$ cat src/hw/rtl/rational_arithmetic_unit_macros.svh
// Assertion macros for the rational arithmetic unit RTL.
`ifndef RATIONAL_ARITHMETIC_UNIT_MACROS_SVH
`define RATIONAL_ARITHMETIC_UNIT_MACROS_SVH

// Same-cycle implication, disabled while reset is held.
`define RAU_ASSERT_NOW(label, clk, rst_n, ante, cons, msg) \
    label: assert property (@(posedge clk) disable iff (!rst_n) (ante) |-> (cons)) \
        else $error(msg);

// Next-cycle implication, disabled while reset is held.
`define RAU_ASSERT_NEXT(label, clk, rst_n, ante, cons, msg) \
    label: assert property (@(posedge clk) disable iff (!rst_n) (ante) |=> (cons)) \
        else $error(msg);

`endif

$ cat src/hw/rtl/rau_pkg.sv
// Types, codes and constants of the rational arithmetic unit.
`default_nettype none
package rau_pkg;

    localparam int WORD_BITS = 32;
    localparam logic [63:0] LIM = (64'd1 << (WORD_BITS - 1)) - 64'd1;

    typedef enum logic [2:0] {
        OP_ADD   = 3'd0,
        OP_SUB   = 3'd1,
        OP_MUL   = 3'd2,
        OP_DIV   = 3'd3,
        OP_NEG   = 3'd4,
        OP_RECIP = 3'd5,
        OP_CMP   = 3'd6,
        OP_NORM  = 3'd7
    } t_op;

    typedef enum logic [1:0] {
        ST_OK   = 2'd0,
        ST_ZDIV = 2'd1,
        ST_OVF  = 2'd2
    } t_status;

    typedef enum logic [1:0] {
        ORD_LT = 2'd0,
        ORD_EQ = 2'd1,
        ORD_GT = 2'd2
    } t_order;

    typedef enum logic [1:0] {
        MS_P1 = 2'd0,
        MS_P2 = 2'd1,
        MS_P3 = 2'd2
    } t_mslot;

    typedef enum logic [3:0] {
        S_IDLE,
        S_MUL1,
        S_MUL2,
        S_MUL3,
        S_COMB,
        S_CHECK,
        S_GCD,
        S_DIVN,
        S_DIVN_W,
        S_DIVD,
        S_DIVD_W,
        S_FIN,
        S_OUT
    } t_state;

    typedef struct packed {
        logic   capture;
        logic   mul_en;
        t_mslot mul_sel;
        logic   combine;
        logic   gcd_step;
        logic   div_start;
        logic   div_den;
        logic   latch_q;
        logic   finish;
    } t_cmd;

    typedef struct packed {
        logic err;
        logic is_cmp;
        logic zero;
        logic gcd_done;
        logic div_busy;
        logic div_done;
    } t_stat;

endpackage
`default_nettype wire

$ cat src/hw/rtl/rau_ctrl.sv
// Controller state machine sequencing multiply, combine, GCD and the two divisions.
`default_nettype none
`include "rational_arithmetic_unit_macros.svh"
module rau_ctrl
    import rau_pkg::*;
(
    input  logic  i_clk,
    input  logic  i_rst_n,
    input  logic  i_start,
    input  t_stat i_stat,
    output t_cmd  o_cmd,
    output logic  o_busy,
    output logic  o_done
);

    t_state r_state;
    t_state n_state;

    always_ff @(posedge i_clk) begin
        if (!i_rst_n) begin
            r_state <= S_IDLE;
        end else begin
            r_state <= n_state;
        end
    end

    always_comb begin
        n_state = r_state;
        o_cmd   = '0;
        o_cmd.mul_sel = MS_P1;
        unique case (r_state)
            S_IDLE: begin
                if (i_start) begin
                    o_cmd.capture = 1'b1;
                    n_state = S_MUL1;
                end
            end
            S_MUL1: begin
                o_cmd.mul_en  = 1'b1;
                o_cmd.mul_sel = MS_P1;
                n_state = S_MUL2;
            end
            S_MUL2: begin
                o_cmd.mul_en  = 1'b1;
                o_cmd.mul_sel = MS_P2;
                n_state = S_MUL3;
            end
            S_MUL3: begin
                o_cmd.mul_en  = 1'b1;
                o_cmd.mul_sel = MS_P3;
                n_state = S_COMB;
            end
            S_COMB: begin
                o_cmd.combine = 1'b1;
                n_state = S_CHECK;
            end
            S_CHECK: begin
                if (i_stat.err || i_stat.is_cmp || i_stat.zero) begin
                    n_state = S_FIN;
                end else begin
                    n_state = S_GCD;
                end
            end
            S_GCD: begin
                if (i_stat.gcd_done) begin
                    n_state = S_DIVN;
                end else begin
                    o_cmd.gcd_step = 1'b1;
                end
            end
            S_DIVN: begin
                o_cmd.div_start = 1'b1;
                n_state = S_DIVN_W;
            end
            S_DIVN_W: begin
                if (i_stat.div_done) begin
                    o_cmd.latch_q = 1'b1;
                    n_state = S_DIVD;
                end
            end
            S_DIVD: begin
                o_cmd.div_start = 1'b1;
                o_cmd.div_den   = 1'b1;
                n_state = S_DIVD_W;
            end
            S_DIVD_W: begin
                o_cmd.div_den = 1'b1;
                if (i_stat.div_done) begin
                    o_cmd.latch_q = 1'b1;
                    n_state = S_FIN;
                end
            end
            S_FIN: begin
                o_cmd.finish = 1'b1;
                n_state = S_OUT;
            end
            S_OUT: begin
                n_state = S_IDLE;
            end
            default: begin
                n_state = S_IDLE;
            end
        endcase
    end

    assign o_busy = (r_state != S_IDLE);
    assign o_done = (r_state == S_OUT);

    `RAU_ASSERT_NEXT(a_accept_busy, i_clk, i_rst_n, i_start && !o_busy, o_busy, "busy not raised")
    `RAU_ASSERT_NEXT(a_done_idle, i_clk, i_rst_n, o_done, !o_busy, "busy after strobe")
    `RAU_ASSERT_NOW(a_gcd_live, i_clk, i_rst_n, o_cmd.gcd_step, !i_stat.gcd_done, "GCD overrun")
    `RAU_ASSERT_NOW(a_div_free, i_clk, i_rst_n, o_cmd.div_start, !i_stat.div_busy, "divider busy")

endmodule
`default_nettype wire
$ cat config.mk
export PLATFORM = sky130hd
export DESIGN_NAME = rau_ctrl
export DESIGN_NICKNAME = d
export VERILOG_FILES = /design/src/hw/rtl/rau_pkg.sv /design/src/hw/rtl/rau_ctrl.sv
export VERILOG_INCLUDE_DIRS = /design/src /design/src/hw/rtl
export SDC_FILE = /design/constraint.sdc
export NUM_CORES = 1
export LEC_CHECK = 0
export CAP_MARGIN = 10
export CORE_AREA = 4 4 41 43
export DETAILED_ROUTE_END_ITERATION = 12
export DIE_AREA = 0 0 45 47
export DONT_BUFFER_PORTS = 1
export PLACE_DENSITY = 0.39
export SYNTH_ARGS = -nofsm -noshare
export SYNTH_HDL_FRONTEND = slang
export SYNTH_SLANG_ARGS = --single-unit
$ cat constraint.sdc
create_clock -name i_clk -period 2 [get_ports i_clk]
set_clock_uncertainty 0.15 [all_clocks]
set_input_delay 0.2 -clock i_clk [delete_from_list [all_inputs] [get_ports i_clk]]
set_output_delay 0.2 -clock i_clk [all_outputs]
set_load 0.02 [all_outputs]
==> reports/metrics.cfg <==
[cts]
clk_root_buffer_cell=clkbuf_4
cts_setup_buffers=0
cts_buffers=3
htreeDepth=1
cts_tree=yes
clk_latency_ns=0.23
cts_buffer_depth=2
clock-sinks=4
hold_buffers=2
clk_pin_slew_worst_paths_ns=0.04
cts_resized=0

[die]
die_x_um=45
placementRows=13
die_y_um=47
io_pins=21
initial_core_util=0.2596
core_area_um2=1301
die-area_um2=2115

[power]
ir_drop_mv=0.3714
powerDensity_nw_per_um2=972.3
comb_power_share=0.478
p_switching_uw=166.2
p_int_uw=240.1
seq_power_share=0.282
power.share.switching=0.4091
p_leak_nw=0.1677
pwr-share-clk=0.240

[global_routing]
grt_max_degree=13
antenna_found_initial=0
grt_pass1_wl_mm=1.207
grt.total_usage=0.08136
grt_pass1_vias=308
grtUsageMet1=0.1091
grtUsageMet2=0.09322
grt.busiest_layer=met1
overflow=0
use_met3=0.02682

[run_status]
status=complete, no violations

[sta]
holdWs_ns=0.07711
slew-limit-headroom=0.7334
setup_tns_ns=0
setup-violations-final=0
hold_viol_final=0
period_minus_slack_ns=1.905
rsz0062_at_grt=false
fmax_mhz=525.0
slew_viol_final=0
fin_crit_sh=0.9523
worstMarginPinSlew_ns=0.3984

[layout]
fin_cells=67
regMostFlops=r_state
fillers=155
area_delta_synth_final_pct=23.70
largest_reg_flops=4
diodes=0
nets=63
drive_gt1_frac=0.2308
top_regs=r_state (4)

[logic_synthesis]
postSynthAreaPerCell_um2=7.507
synthCells=45
yosys.area.top_type_share=0.2370
netlist_area_um2=337.8
yosysTopAreaCell=dfxtp_1
yosysWarningCount=0
ys_types=25
synth_area_leaders=dfxtp_1 (24%), nand2b_1 (7.4%), nor2_1 (6.7%)
ys_seq_area_frac=0.2370
synth-seq-cells=4
syn_nets=54

[job]
drv_cap=0

[drt]
drtIter0Drc=4
vias=335
drcViolationCount=0
first_pass_iters=3
vias_per_cell=5.000
drtAntennaViolNets=0
post_drt_wl_per_cell_um=13.00
routed_wirelength_um=871

[setup_path]
critPathKind=register to output pin
crit_chain=or4_4, nor2_1
max_stage_delay_ns=0.59
crit_path_end_kind=output pin
path_max_fanout=11
crit_required_ns=1.65
critPathSlowestCell=or4_4
cp_data_arrival_time_ns=1.55
cp_num_buf_inv=0
worstSetupStartpointType=register
crit_family=simple AND/OR/NAND/NOR gates

[place]
place_inst=62
dp_hpwl_um=648
io_buffers=0
gp_congestion=0.7833

[hold_path]
min_path_type=input pin to register

[power groups by stage]
| stage | combinational [mW] | clock, mW | sequential (mW) |
|---|---|---|---|
| floorplan | 0.169 | 0 | 0.0997 |
| global placement | 0.191 | 0 | 0.116 |
| detailed placement | 0.192 | 0 | 0.116 |
| CTS | 0.196 | 0.102 | 0.114 |
| global route | 0.210 | 0.104 | 0.116 |
| finish | 0.194 | 0.0974 | 0.115 |
[cell type report]
type                    count  area [µm²]  area share
multi-input cells          34       220.2      0.5269
repair buffers              8       65.06      0.1557
flip-flops and latches      4       80.08      0.1916
inverters                   3       11.26     0.02695
well taps                  15       18.77     0.04491
clock buffers               3       22.52     0.05389
[synth_stat cells]
cell      number
a21oi_1        1
or3b_1         1
mux2i_1        1
a211oi_1       1
nand2b_1       4
and3_1         2
o21bai_1       1
dfxtp_1        4
nor2b_1        3
or2_2          1
o31ai_1        1
a221oi_1       1
o21ai_0        1
buf_2          3
inv_1          3
o41ai_1        1
a32oi_1        1
nor2_1         6
o21ai_2        1
nor3_1         3
xnor2_1        1
nor3b_1        1
or4_4          1
buf_6          1
and2_1         1
[placed cells by master (no fill, tap or decap), types with 2 or more instances in the layout]
cell | synthesis | final
nand2b_1 | 4 | 4
inv_1 | 3 | 3
and3_1 | 2 | 2
clkbuf_4 | 0 | 3
dfxtp_1 | 4 | 4
dlygate4sd3_1 | 0 | 2
nor3_1 | 3 | 3
nor2_1 | 6 | 6
buf_4 | 0 | 6
nor2b_1 | 3 | 3
[kinds of logic after synthesis]
group / after synthesis / share of synthesized area
xor+xnor: 1 / 0.02593
compound gates: 9 / 0.2000
flops: 4 / 0.2370
simple gates: 23 / 0.3963
buf+inv: 7 / 0.1111
mux: 1 / 0.02963
[stage by stage]
| stage | utilization | area (µm²) | setup slack (ns) | total power, mW |
|---|---|---|---|---|
| 6_report | 0.3212 | 417.9 | 0.09534 | 0.4063 |
| 5_1_grt | 0.3212 | 417.9 | 0.04431 | 0.4302 |
| 4_1_cts | 0.3212 | 417.9 | 0.08986 | 0.4130 |
| 3_5_place_dp | 0.2885 | 375.4 | 0.3417 | 0.3075 |
| 2_1_floorplan | - | 337.8 | 0.3362 | 0.2690 |
| 3_3_place_gp | 0.2885 | 375.4 | 0.3364 | 0.3069 |
[per-layer routing]
layer / up-vias / wire length, µm
met5: - / 0
met4: 0 / 17
met3: 2 / 113
met2: 18 / 369
met1: 144 / 370
li1: 171 / -
[final timing paths]
check,start,endpoint,slack [ns],cells past startpoint
worst max register to register,r_state[2],r_state[0],0.49,3
worst min-delay path,i_stat[0],r_state[0],0.08,2
worst max-delay path,r_state[2],o_cmd[9],0.1,2
worst min register to register,r_state[3],r_state[1],0.44,2
(Power assumes the default switching activity.)
